### src/hcf_pkg.sv
// hcf_pkg: shared constants, state encoding and sizing helpers for the
// heading complementary filter; no dependencies
`timescale 1ns / 1ps

package hcf_pkg;

  // default angle precision: heading lsb is 2^-6 degree
  localparam int unsigned ANGLE_FRAC_BITS_DEF = 6;

  // fixed field widths
  localparam int unsigned ALPHA_W   = 17;
  localparam int unsigned STEP_W    = 15;
  localparam int unsigned RATE_W    = 16;
  localparam int unsigned MAG_W     = 15;
  localparam int unsigned HDG_OUT_W = 15;

  // rate * step_time carries 20 fraction bits, the blend term 16
  localparam int unsigned PROD_FRAC = 20;
  localparam int unsigned CORR_SH   = 16;

  localparam logic [ALPHA_W-1:0] ALPHA_RST = 17'd62259;
  localparam logic [ALPHA_W-1:0] ONE_Q16   = 17'd65536;
  localparam logic [STEP_W-1:0]  STEP_RST  = 15'd1311;

  // register word index (byte address bit 2)
  localparam logic REG_ALPHA = 1'b0;
  localparam logic REG_STEP  = 1'b1;

  // input item kind carried in tuser
  localparam logic OP_SEED   = 1'b0;
  localparam logic OP_UPDATE = 1'b1;

  typedef enum logic [6:0] {
    ST_IDLE     = 7'b0000001,
    ST_MUL_TURN = 7'b0000010,
    ST_RED_GYRO = 7'b0000100,
    ST_RED_DIFF = 7'b0001000,
    ST_MUL_CORR = 7'b0010000,
    ST_RED_HDG  = 7'b0100000,
    ST_DONE     = 7'b1000000
  } state_e;

  function automatic longint full_turn(input int unsigned afb);
    full_turn = longint'(360) << afb;
  endfunction

  // largest value ever handed to the modular reducer
  function automatic longint red_bound(input int unsigned afb);
    red_bound = longint'(32768) + 7 * full_turn(afb);
  endfunction

  // top shift k so that full << (k+1) exceeds the reducer bound
  function automatic int red_top(input int unsigned afb);
    int k;
    k = 0;
    for (int i = 0; i < 32; i++) begin
      if ((full_turn(afb) << (k + 1)) <= red_bound(afb)) begin
        k = k + 1;
      end
    end
    red_top = k;
  endfunction

endpackage

### src/heading_complementary_filter.sv
// heading_complementary_filter: gyro / magnetometer heading fusion with a
// bit-serial multiplier and a restoring modular reducer; uses hcf_pkg
// Usage
//   s_axis: one transaction per item; tuser[0] is op (0 seed, 1 update),
//   tdata[15:0] gyro_rate (signed Q12.4 dps), tdata[30:16] mag_heading.
//   m_axis: one transaction per item, tdata[14:0] the new fused heading.
//   apb: alpha at byte address 0, step_time at 4; write only while idle.
// Sequence (K = red_top, 3 at the default precision)
//   a seed makes one pass of the compare-subtract reducer, from full << K
//   down to the full turn; an update makes two passes of the
//   1-bit-per-cycle shift-add multiplier (17 multiplier bits) and three
//   passes of the compare-subtract reducer, one shifted multiple of the
//   full turn per cycle.
//   one item is in work at a time; s_axis_tready is high only while idle.
// Reset
//   heading clears to zero, alpha and step_time return to 62259 and 1311.
// Stall
//   a result waits in the output register; the next item is taken meanwhile,
//   and its result waits in the datapath until the register frees up.
`timescale 1ns / 1ps

module heading_complementary_filter
  import hcf_pkg::*;
#(
  parameter int unsigned ANGLE_FRAC_BITS = ANGLE_FRAC_BITS_DEF
) (
  input  logic        clk_i,
  input  logic        rst_ni,
  // slave stream
  input  logic        s_axis_tvalid,
  output logic        s_axis_tready,
  input  logic [31:0] s_axis_tdata,   // gyro_rate[15:0], mag_heading[30:16], pad[31]
  input  logic [0:0]  s_axis_tuser,   // op[0]
  // master stream
  output logic        m_axis_tvalid,
  input  logic        m_axis_tready,
  output logic [15:0] m_axis_tdata,   // heading[14:0], pad[15]
  // configuration
  input  logic        psel,
  input  logic        penable,
  input  logic        pwrite,
  input  logic [2:0]  paddr,
  input  logic [31:0] pwdata,
  output logic [31:0] prdata,
  output logic        pready
);

  localparam longint FULL    = full_turn(ANGLE_FRAC_BITS);
  localparam longint HALF    = FULL / 2;
  localparam int     HW      = $clog2(FULL);
  localparam int     RW      = $clog2(red_bound(ANGLE_FRAC_BITS)) + 1;
  localparam int     KM      = red_top(ANGLE_FRAC_BITS);
  localparam int     MCW     = (HW + 1 > RATE_W) ? HW + 1 : RATE_W;
  localparam int     PRW     = MCW + 1 + ALPHA_W;
  localparam int     TURN_SH = PROD_FRAC - ANGLE_FRAC_BITS;
  localparam int     CW      = $clog2(ALPHA_W + 1);

  typedef logic signed [RW:0]    red_s_t;
  typedef logic signed [MCW-1:0] mc_t;

  localparam logic [RW-1:0]  FULL_R   = RW'(FULL);
  localparam logic [RW-1:0]  HALF_R   = RW'(HALF);
  localparam logic [RW-1:0]  DV_INIT  = RW'(FULL << KM);
  localparam red_s_t         FULL_S   = (RW + 1)'(FULL);
  localparam red_s_t         FULL3_S  = (RW + 1)'(3 * FULL);
  localparam logic [CW-1:0]  MUL_LAST = CW'(ALPHA_W);

  state_e              state_q, state_d;
  logic [ALPHA_W-1:0]  alpha_q, alpha_d;
  logic [STEP_W-1:0]   step_q, step_d;
  logic [HW-1:0]       fused_q, fused_d;
  logic [HW-1:0]       gh_q, gh_d;
  logic [MAG_W-1:0]    mag_q, mag_d;
  logic                raw_pos_q, raw_pos_d;
  // serial multiplier
  mc_t                 mc_q, mc_d;
  logic [ALPHA_W-1:0]  mr_q, mr_d;
  logic signed [MCW:0] acc_q, acc_d;
  logic [ALPHA_W-1:0]  lo_q, lo_d;
  logic [CW-1:0]       cnt_q, cnt_d;
  // modular reducer
  logic [RW-1:0]       r_q, r_d;
  logic [RW-1:0]       dv_q, dv_d;
  // output register
  logic                ovld_q, ovld_d;
  logic [HDG_OUT_W-1:0] ohdg_q, ohdg_d;

  logic                cfg_wr;
  logic [MCW:0]        mc_ext;
  logic signed [MCW:0] mul_sum;
  logic signed [PRW-1:0] prod_s;
  logic signed [PRW-1:0] turn_full;
  logic signed [PRW-1:0] corr_full;
  red_s_t              gyro_sum;
  red_s_t              hdg_sum;
  mc_t                 diff_s;
  logic [ALPHA_W-1:0]  w_gain;
  logic                red_done;
  logic                out_free;

  assign pready = 1'b1;
  assign cfg_wr = psel & penable & pwrite;

  always_comb begin
    unique case (paddr[2])
      REG_ALPHA: prdata = 32'(alpha_q);
      REG_STEP:  prdata = 32'(step_q);
      default:   prdata = '0;
    endcase
  end

  always_comb begin
    alpha_d = alpha_q;
    step_d  = step_q;
    if (cfg_wr) begin
      unique case (paddr[2])
        REG_ALPHA: alpha_d = pwdata[ALPHA_W-1:0];
        REG_STEP:  step_d  = pwdata[STEP_W-1:0];
        default:   ;
      endcase
    end
  end

  // shift-add step: one multiplier bit per cycle, low product bits shift out
  assign mc_ext  = {mc_q[MCW-1], mc_q};
  assign mul_sum = acc_q + (mr_q[0] ? signed'(mc_ext) : '0);
  assign prod_s  = signed'({acc_q, lo_q});

  assign turn_full = prod_s >>> TURN_SH;
  assign corr_full = prod_s >>> CORR_SH;

  // 3 full turns keep the sum positive for any gyro step
  assign gyro_sum = signed'({1'b0, RW'(fused_q)}) + FULL3_S - red_s_t'(turn_full);
  assign hdg_sum  = signed'({1'b0, RW'(gh_q)}) + FULL_S + red_s_t'(corr_full);

  // shortest difference; an exact half turn keeps the sign of the raw value
  always_comb begin
    diff_s = mc_t'(r_q) - mc_t'(HALF_R);
    if (r_q == '0 && raw_pos_q) begin
      diff_s = mc_t'(HALF_R);
    end
  end

  assign w_gain   = (alpha_q > ONE_Q16) ? '0 : ONE_Q16 - alpha_q;
  assign red_done = (dv_q == HALF_R);
  assign out_free = ~ovld_q | m_axis_tready;

  assign s_axis_tready = (state_q == ST_IDLE);

  always_comb begin
    state_d   = state_q;
    fused_d   = fused_q;
    gh_d      = gh_q;
    mag_d     = mag_q;
    raw_pos_d = raw_pos_q;
    mc_d      = mc_q;
    mr_d      = mr_q;
    acc_d     = acc_q;
    lo_d      = lo_q;
    cnt_d     = cnt_q;
    r_d       = r_q;
    dv_d      = dv_q;
    ovld_d    = ovld_q & ~m_axis_tready;
    ohdg_d    = ohdg_q;

    // reducer and multiplier step in every busy cycle; loads below override
    if (r_q >= dv_q) begin
      r_d = r_q - dv_q;
    end
    dv_d  = dv_q >> 1;
    acc_d = mul_sum >>> 1;
    lo_d  = {mul_sum[0], lo_q[ALPHA_W-1:1]};
    mr_d  = mr_q >> 1;
    cnt_d = cnt_q + 1'b1;

    unique case (state_q)
      ST_IDLE: begin
        if (s_axis_tvalid) begin
          mag_d = s_axis_tdata[16 +: MAG_W];
          if (s_axis_tuser[0] == OP_SEED) begin
            r_d     = RW'(s_axis_tdata[16 +: MAG_W]);
            dv_d    = DV_INIT;
            state_d = ST_RED_HDG;
          end else begin
            mc_d    = mc_t'(signed'(s_axis_tdata[RATE_W-1:0]));
            mr_d    = ALPHA_W'(step_q);
            acc_d   = '0;
            lo_d    = '0;
            cnt_d   = '0;
            state_d = ST_MUL_TURN;
          end
        end
      end
      ST_MUL_TURN: begin
        if (cnt_q == MUL_LAST) begin
          r_d     = gyro_sum[RW-1:0];
          dv_d    = DV_INIT;
          state_d = ST_RED_GYRO;
        end
      end
      ST_RED_GYRO: begin
        if (red_done) begin
          gh_d      = r_q[HW-1:0];
          raw_pos_d = (RW'(mag_q) > r_q);
          r_d       = RW'(mag_q) + HALF_R + FULL_R - r_q;
          dv_d      = DV_INIT;
          state_d   = ST_RED_DIFF;
        end
      end
      ST_RED_DIFF: begin
        if (red_done) begin
          mc_d    = diff_s;
          mr_d    = w_gain;
          acc_d   = '0;
          lo_d    = '0;
          cnt_d   = '0;
          state_d = ST_MUL_CORR;
        end
      end
      ST_MUL_CORR: begin
        if (cnt_q == MUL_LAST) begin
          r_d     = hdg_sum[RW-1:0];
          dv_d    = DV_INIT;
          state_d = ST_RED_HDG;
        end
      end
      ST_RED_HDG: begin
        if (red_done) begin
          fused_d = r_q[HW-1:0];
          state_d = ST_DONE;
        end
      end
      ST_DONE: begin
        if (out_free) begin
          ovld_d  = 1'b1;
          ohdg_d  = HDG_OUT_W'(fused_q);
          state_d = ST_IDLE;
        end
      end
      default: state_d = ST_IDLE;
    endcase
  end

  always_ff @(posedge clk_i or negedge rst_ni) begin
    if (!rst_ni) begin
      state_q <= ST_IDLE;
      alpha_q <= ALPHA_RST;
      step_q  <= STEP_RST;
      fused_q <= '0;
      ovld_q  <= 1'b0;
    end else begin
      state_q <= state_d;
      alpha_q <= alpha_d;
      step_q  <= step_d;
      fused_q <= fused_d;
      ovld_q  <= ovld_d;
    end
  end

  always_ff @(posedge clk_i) begin
    gh_q      <= gh_d;
    mag_q     <= mag_d;
    raw_pos_q <= raw_pos_d;
    mc_q      <= mc_d;
    mr_q      <= mr_d;
    acc_q     <= acc_d;
    lo_q      <= lo_d;
    cnt_q     <= cnt_d;
    r_q       <= r_d;
    dv_q      <= dv_d;
    ohdg_q    <= ohdg_d;
  end

  assign m_axis_tvalid = ovld_q;
  assign m_axis_tdata  = 16'(ohdg_q);

endmodule

### config.mk
export PLATFORM = sky130hd
export DESIGN_NAME = heading_complementary_filter
export DESIGN_NICKNAME = d
export VERILOG_FILES = /design/src/hcf_pkg.sv /design/src/heading_complementary_filter.sv
export SDC_FILE = /design/constraint.sdc
export NUM_CORES = 1
export LEC_CHECK = 0
export BUFFER_PORTS_ARGS = -buffer_cell sky130_fd_sc_hd__clkbuf_2
export CORE_MARGIN = 3
export CORE_UTILIZATION = 60
export DETAILED_ROUTE_END_ITERATION = 6
export PLACE_DENSITY_LB_ADDON = 0.15
export SLEW_MARGIN = 5
export SYNTH_ARGS = -nofsm -noshare
export SYNTH_HDL_FRONTEND = slang
export SYNTH_SLANG_ARGS = --single-unit
### constraint.sdc
create_clock -name clk_i -period 3.4 [get_ports clk_i]
set_input_delay 0.51 -clock clk_i [delete_from_list [all_inputs] [get_ports clk_i]]
set_output_delay 0.51 -clock clk_i [all_outputs]
set_load 0.01 [all_outputs]
### After elaboration in Yosys (flattened, before gate mapping)

Index checks and enable logic that the tools add are counted.

* bits of input ports: 75
* word-level logic and storage cells: 114
* output and inout bits: 51
* register bits: 211

* order comparisons: 3
* muxes and demuxes: 47
* equality and inequality tests: 17
* add/subtract/negate cells: 12
* bitwise logic cells: 7
* reduce and logical (&&, ||, !) cells: 12

Operators by type and width (count)
* 17-bit 2-to-1 mux: 9
* 19-bit 2-to-1 mux: 6
* 17-bit case mux with 2 select lines: 3
* 16-bit 2-to-1 mux: 6
* 19-bit case mux with 4 select lines: 1
* 18-bit 2-to-1 mux: 4
* 32-bit case mux with 2 select lines: 1
* 18-bit case mux with 3 select lines: 1
* 7-bit 2-to-1 mux: 7
* 7-bit case mux with 7 select lines: 1
* 19-bit subtractor: 2
* 16-bit case mux with 2 select lines: 1
* 17-bit by 18-bit adder with 19-bit output: 1
* 19-bit by 14-bit equality test with 1-bit output, second input constant: 1
* 19-bit >= comparator: 1
* 15-bit by 19-bit > comparator with 1-bit output: 1
* 19-bit zero test: 1
* 17-bit by 19-bit subtractor with 19-bit output: 1
* 15-bit by 17-bit adder with 18-bit output, second input constant: 1
* 16-bit by 15-bit adder with 17-bit output, second input constant: 1
* 17-bit adder: 1
* 17-bit > comparator, second input constant: 1
* 17-bit subtractor, first input constant: 1
* 15-bit by 14-bit adder with 16-bit output, second input constant: 1
* 26 further kinds: 44

### Logic depth before layout (Yosys ltp)

Gate-level depths: netlist of the first run.

* depth in word-level cells: 5
* depth in mapped cells: 14

### Worst setup path after synthesis of the first run

No wires, ideal clock.

* path kind: register to register
* from: register r_q[1]
* to: register r_q[15]
* arrival: 2.909 ns
* cell stages (with the launch flop): 14
* buffers on the path: 0
* clock period less this slack: 3.036 ns
* setup slack: 0.364 ns
* cells stage by stage: dfxtp_1 inv_1 ha_1 ha_1 fa_1 a21oi_1 o221a_2 a31oi_1 a211oi_1 o21bai_1 a21oi_1 xnor2_1 a222oi_1 nand2_1

* cells in the longest elaborated chain, start to end: 5
* elaborated cells on any way between the ends: 10
* classes of those cells: 2 x add/sub; 1 x order compare; 7 x mux

RTL lines
* from (decl): RTL line heading_complementary_filter.sv:82 `logic [RW-1:0] r_q, r_d;`
* from (signal assigned): RTL line heading_complementary_filter.sv:269 `r_q <= r_d;`
* 19-bit subtractor / 19-bit >= comparator (equally long branches): RTL line heading_complementary_filter.sv:168, heading_complementary_filter.sv:167
* 19-bit 2-to-1 mux: RTL line heading_complementary_filter.sv:167 `if (r_q >= dv_q) begin`
* 19-bit 2-to-1 mux: RTL line heading_complementary_filter.sv:180 `if (s_axis_tuser[0] == OP_SEED) begin`
* 19-bit 2-to-1 mux: RTL line heading_complementary_filter.sv:178 `if (s_axis_tvalid) begin`
* 19-bit case mux with 4 select lines (*): RTL line heading_complementary_filter.sv:176 `unique case (state_q)`
* named net r_d[15]: RTL line heading_complementary_filter.sv:82

The timed path passes the listed nets; every way through them passes the cells marked *.
A chain may end at the register's enable or synchronous reset.

### Worst setup path in the final report of the first run

* from: register r_q[3]
* to: register r_q[16]

Same word-level chain as after synthesis.

==> results of run 1 <==
==> critical path, stage by stage (launching register included) <==
cell and delay, ns:
dfxtp_2 0.36, inv_1 0.08, ha_1 0.17, inv_1 0.06, fa_2 0.57, a211oi_1 0.07, o41ai_1 0.37, buf_4 0.19
o221ai_2 0.13, o41ai_4 0.42, a21oi_2 0.11, mux2i_1 0.21, o211ai_1 0.12, o31a_1 0.26
==> where the power goes <==
group	internal [uW]	switching, uW	leakage [uW]
Clock	1140	988	0.000311
Combinational	3600	4620	0.00404
Sequential	3070	541	0.00193
Total	7810	6140	0.00628
==> worst max path at each step <==
stage	startpoint	end	slack [ns]	depth (start not counted)
global placement	mag_q[1]$_DFFE_PP_	r_q[15]$_DFF_P_	0.18	12
CTS	mag_q[1]$_DFFE_PP_	r_q[15]$_DFF_P_	0.14	12
detailed placement	mag_q[1]$_DFFE_PP_	r_q[15]$_DFF_P_	0.15	12
finish	r_q[3]$_DFF_P_	r_q[16]$_DFF_P_	0.15	13
floorplan	r_q[1]$_DFF_P_	r_q[15]$_DFF_P_	0.36	13
global route	r_q[5]$_DFF_P_	r_q[15]$_DFF_P_	-0.01	13
==> per-layer routing <==
metal / up-vias / track usage [%] / routed length (um)
li1: 5007 / - / -
met1: 4979 / 40.9 / 14900
met2: 377 / 44.5 / 14500
met3: 38 / 5.09 / 2250
met4: 0 / 7.30 / 663
met5: - / 0 / 0
==> layout make-up <==
class                           count  area (um2)
Fill cell                        1628        6200
Timing Repair Buffer              135         813
Clock buffer                       19         475
Tap cell                          270         338
Clock inverter                     13         154
Multi-Input combinational cell    991        7190
Inverter                          117         439
Sequential cell                   195        4820
==> sequential cells by signal, summed over array words and instances (netlist names) <==
name,cells
r_q,19
m_axis_tvalid,1
fused_q,15
cnt_q,5
gh_q,15
raw_pos_q,1
lo_q,3
acc_q,16
dv_q,18
mag_q,15
mc_q,16
alpha_q,17
state_q,7
step_q,15
mr_q,17
ohdg_q,15
==> layout by cell type (no fill, tap or decap), drive strengths merged, types with 9 or more instances in the layout <==
cell,count
a211oi,17
a21o,16
a21oi,74
a22oi,18
a31oi,11
and2,19
and3,11
buf,45
clkbuf,109
conb,17
dfrtp,37
dfstp,18
dfxtp,78
edfxtp,62
fa,11
ha,106
inv,125
mux2,46
mux2i,11
nand2,97
nand2b,14
nand3,22
nand3b,10
nand4,13
nor2,104
nor2b,12
nor3,26
nor4,9
o211ai,9
o21a,11
o21ai,94
o21bai,10
o22ai,10
or3,13
xnor2,57
xor2,39
==> metrics by stage <==
| step | utilization, % | setup WS (ns) | TNS (ns) |
|---|---|---|---|
| after detailed placement | 66.2 | 0.146 | 0 |
| final | 69.7 | 0.150 | 0 |
| after global routing | 69.7 | -0.0138 | -0.0175 |
| after CTS | 69.3 | 0.139 | 0 |
| after global placement | 66.2 | 0.177 | 0 |
| after floorplan | - | 0.364 | 0 |
==> what timing repair did <==
| item | 4_1_cts | 5_1_grt |
|---|---|---|
| setup endpoints to repair | 0 | 4 |
| setup buffers | 0 | 2 |
| gates resized for setup | 0 | 11 |
==> logic make-up (layout without fill, tap and decap cells) <==
logic type,after synthesis,in the layout
buffers and inverters,168,284
and+or+nand+nor,372,372
DFF,195,195
AOI/OAI and AO/OA,332,332
xor gates and xnor gates,96,96
muxes,57,57
adders and majority gates,117,117
other,2,17
==> metrics, run 1 <==
outcome finished clean; floorplan core area ~20,000 um2; Tot GR Track Use about 28%; final instance area 14,200 um2; IO Port Bufs 90; Inserted Diodes 0; worst IR drop on VDD approximately 660 uV; Critical Path Sink Type register; grt ovf 0; HP Class in -> async; largest net degree at the start of global routing 39; crit path time final 3.25 ns; Cell Area, Placed between 10,000 and 15,000 um2; Residual DRC 0; crit path kind reg -> reg; period utilization between 90% and 100%; Worst Tran Pin Value just under 0.9 ns; DIE WIDTH 151 um; mux cell area share after synthesis ~5.0%; post-detail-place hpwl about 25 mm; #FFs+latches synth about 200; # hold bufs at CTS 0; Max FO, Critical Path 4; std cell rows 52; Top FF cell, synth dfxtp_1; Routed Antenna Nets 0; clk_lat worst skew approximately 0.44 ns; Compound-Gate Fraction of Synth Area 17.4%; RR Endpoint r_q[16]$_DFF_P_; Die Y 151 um; largest family of logic cells by synthesized area compound AO/OA/AOI/OAI gates; CP required roughly 3.7 ns; area share of the largest cell type after synthesis 14.7%; Power Dens Cells between 900 and 1000 nW/um2; CTS H-Tree Depth 4; Max Fclk 308 MHz; antenna violations before repair 0; post-synthesis sequential area ratio between 30% and 40%; start of the worst register-to-register path r_q[3]$_DFF_P_; DRT iter0 DRCs roughly 1,000; initial core utilization around 60%; GP Congestion 0.948; NumNets Final between 1,500 and 2,000; Slew HR 41.1%; Critical Path AT 3.58 ns; Vias between 10,000 and 15,000; Post-Layout Cell Count around 1,700; top cell type by total area after synthesis edfxtp_1; P&R area growth vs syn 12.7%; final setup fails 0; clk sink count 195; CTS Root Cell clkbuf_16; simple-gate area share of the yosys netlist between 10% and 20%; setup slack, reg-to-reg 0.15 ns; total wire length 32.3 mm; Reg clk slew, reported paths 0.08 ns; cell total after placement ~1,700; Max Cap Viol 0; worst r2r path cells 13; number of global-route vias before repair around 9,600; Avg Cell Area, Syn 9.43 um2; fraction of registers with async set/reset between 20% and 30%; EDFF count, synth 62; Power Total 14,000 uW; TritonCTS clock tree done; proportion of layout cells with a drive suffix above 1 between 10% and 20%; Netlist cell types 89; first-pass GRT wire length 50.2 mm; LEAKAGE about 0.0063 uW; Synth area leaders edfxtp_1 (15%), dfxtp_1 (12%), ha_1 (11%); Max Buffers Root-to-Sink 2; Inserted Clock Buffers 17; routed vias/inst 5.98; # IOs 126; Synth Area in XOR/XNOR under 10%; die area around 23,000 um2; area of the mapped netlist approximately 13,000 um2; final hold viol count 0; Slew Limit Fails 0; DRT Pass-1 Iters 6; worst hold slack ~0.18 ns; most used standard cell by instance count after synthesis inv_1; cells after synthesis between 1,000 and 1,500; crit start category register; Yosys warning total 0; clock skew 0.0144 ns; area share of fa/ha/maj cells after synthesis between 10% and 20%; commonest cells in the netlist inv_1 (117), ha_1 (106), nor2_1 (103), nand2_1 (97), o21ai_0 (81); drt wl/cell around 19 um
Power figures use the tool's default switching activity.
==> inputs of run 2 (changes only) <==
ABC_AREA = 1   (was unset)
==> metrics, run 2 <==
max reg flops 19; Avg Cell Area, Syn 7.22 um2; worst hold slack between 0.15 and 0.2 ns; Power Total between 10,000 and 15,000 uW; TritonCTS clock tree done; area share of the largest cell type after synthesis between 10% and 20%; drt wl/cell between 15 and 20 um; NumNets Final ~2,200; CTS Root Cell clkbuf_16; Resize count post-CTS 0; final setup fails 0; worst IR drop on VDD around 850 uV; post-synthesis sequential area ratio 34.4%; fraction of registers with async set/reset 28.2%; total negative slack 0 ns; EDFF count, synth 62; cells after synthesis slightly below 2,000; most used standard cell by instance count after synthesis nand2_1; DIE WIDTH about 160 um; Inserted Diodes 0; clk sink count around 200; outcome finished clean; Seq. cell area between 4000 and 5000 um2; Max Cap Viol 0; LEAKAGE roughly 0.0079 uW; P&R area growth vs syn 10.4%; CTS H-Tree Depth 4; Pint 7150 uW; die area approximately 25,000 um2; crit path kind reg -> reg; multi-input logic area 7810 um2; Top FF cell, synth dfxtp_1; floorplan core area between 20,000 and 25,000 um2; HP Class in -> async; most common cell after layout, fill and taps aside nand2_1; Die Y ~160 um; Routed Antenna Nets 0; Yosys warning total 0; Max Fclk roughly 320 MHz; Power Dens Cells 953 nW/um2; period utilization 90.6%; combinational share of power 60.8%; commonest cells in the netlist nand2_1 (517), inv_1 (284), nor2_1 (167), o21ai_0 (126), nand3_1 (121); Vias approximately 13,000; Netlist cell types a little over 60; Setup Fix Bufs, Post-CTS 0; top cell type by total area after synthesis nand2_1; routed vias/inst 5.59; Worst Tran Pin Value between 1 and 1.5 ns; Inserted Clock Buffers 17; Flop pwr share ~25%; Clock power frac 14.3%; crit path time final slightly above 3 ns; Reg clk slew, reported paths about 0.08 ns; #FFs+latches synth a little under 200; crit start category register; commonest non-fill, non-tap cells in the layout nand2_1 (517), inv_1 (284), nor2_1 (166); Max FO, Critical Path 4; total wire length between 40 and 50 mm; Tot GR Track Use approximately 34%; DRT iter0 DRCs 1,290; # IOs approximately 130; clock skew roughly 0.013 ns; Critical Path Sink Type register; largest net degree at the start of global routing 35; Max Buffers Root-to-Sink 2; proportion of layout cells with a drive suffix above 1 a little under an eighth; Residual DRC 0; Switch Pwr between 7000 and 8000 uW; most flop-heavy register r_q; IO Port Bufs 90; grt ovf 0; Slew Limit Fails 0; clk_lat worst skew 0.45 ns; Slew HR 27.6%; area of the mapped netlist roughly 14,000 um2; antenna violations before repair 1; post-detail-place hpwl about 34 mm; GP Congestion slightly above 1; Critical Path AT between 3 and 4 ns; number of global-route vias before repair about 13,000; first-pass GRT wire length approximately 67 mm; biggest registers after layout r_q: 19 flops, dv_q: 18 flops; final hold viol count 0; DRT Pass-1 Iters 5; # hold bufs at CTS 0; Synth area leaders nand2_1 (14%), edfxtp_1 (13%), dfxtp_1 (11%); initial core utilization between 60 and 70%; Sw Ratio between 50% and 60%; Fill cells 2,061; RSZ-0062 raised after global routing no; CP required between 3 and 4 ns; std cell rows 55
-- run 2: cell types whose count changed after synthesis, moves of 26 or more --
cell     delta
o21ai_0    +45
nand4_1    +26
inv_1     +167
nor2_1     +64
nand3_1    +99
xnor2_1    -43
nand2_1   +420
mux2_2     -46
a21oi_1    +28
-- run 2: logic make-up after synthesis --
kind of cell | synth area share [%]
XOR/XNOR | 3.06
adder cells (fa/ha/maj) | 11.0
flip-flops | 34.4
other | 0.0536
buffers and inverters | 10.3
AO/OA/AOI/OAI | 12.8
AND/OR/NAND/NOR | 28.3
-- run 2: worst paths after layout --
| path | startpoint | end | slack, ns | depth (start not counted) |
|---|---|---|---|---|
| min in group clk_i | s_axis_tdata[25] | mag_q[9]$_DFFE_PP_ | 0.25 | 1 |
| setup / recovery | r_q[1]$_DFF_P_ | r_q[13]$_DFF_P_ | 0.32 | 16 |
| hold / removal | rst_ni | fused_q[1]$_DFFE_PN0P_ | 0.19 | 1 |
| hold reg to reg | mr_q[11]$_DFF_P_ | mr_q[10]$_DFF_P_ | 0.45 | 2 |
| max in group asynchronous | rst_ni | alpha_q[5]$_DFFE_PN1P_ | 2.39 | 2 |
| setup reg to reg | r_q[1]$_DFF_P_ | r_q[13]$_DFF_P_ | 0.32 | 16 |
-- run 2: metrics by stage --
step	utilization [%]	instance area [um2]	std cells	setup slack [ns]
after floorplan	-	14100	1958	0.889
after global placement	65.3	14900	2346	0.463
after detailed placement	65.3	14900	2346	0.455
after CTS	68.0	15500	2378	0.417
after global routing	68.0	15500	2378	0.0963
final	68.0	15500	2378	0.319
-- run 2: power by group through the flow --
stage	registers, uW	clock network, uW	logic (uW)
2_1_floorplan	3510	0	6350
3_3_place_gp	3680	0	8540
3_5_place_dp	3700	0	8680
4_1_cts	3650	2130	8750
5_1_grt	3720	2230	9970
6_report	3680	2120	8970
-- run 2: routing by layer --
| metal | track usage (%) | vias up | share of wire, % |
|---|---|---|---|
| met4 | 15.0 | 2 | 4.7 |
| met3 | 6.50 | 113 | 8.4 |
| met5 | 0 | - | 0.016 |
| li1 | - | 6549 | - |
| met1 | 44.9 | 6093 | 43 |
| met2 | 53.3 | 539 | 44 |
-- run 2: final cells by class --
class | count | share of cell area, %
Tap cell | 313 | 2.53
Timing Repair Buffer | 123 | 4.51
Multi-Input combinational cell | 1408 | 50.4
Clock inverter | 14 | 1.10
Inverter | 307 | 7.46
Clock buffer | 18 | 2.84
Sequential cell | 195 | 31.1
-- run 2: worst max-delay path, stage by stage, from the launching register on --
cell and delay (ns):
dfxtp_1 0.51, inv_1 0.10, ha_1 0.33, ha_1 0.26, fa_1 0.40, nand2_1 0.10, nand2_1 0.05, a21oi_1 0.18
o21ai_0 0.25, nand2_1 0.17, nand2_1 0.11, nand2_1 0.12, nand3b_1 0.08, nand3_1 0.10, nand2_1 0.05, nor2_1 0.08
nand3_1 0.07
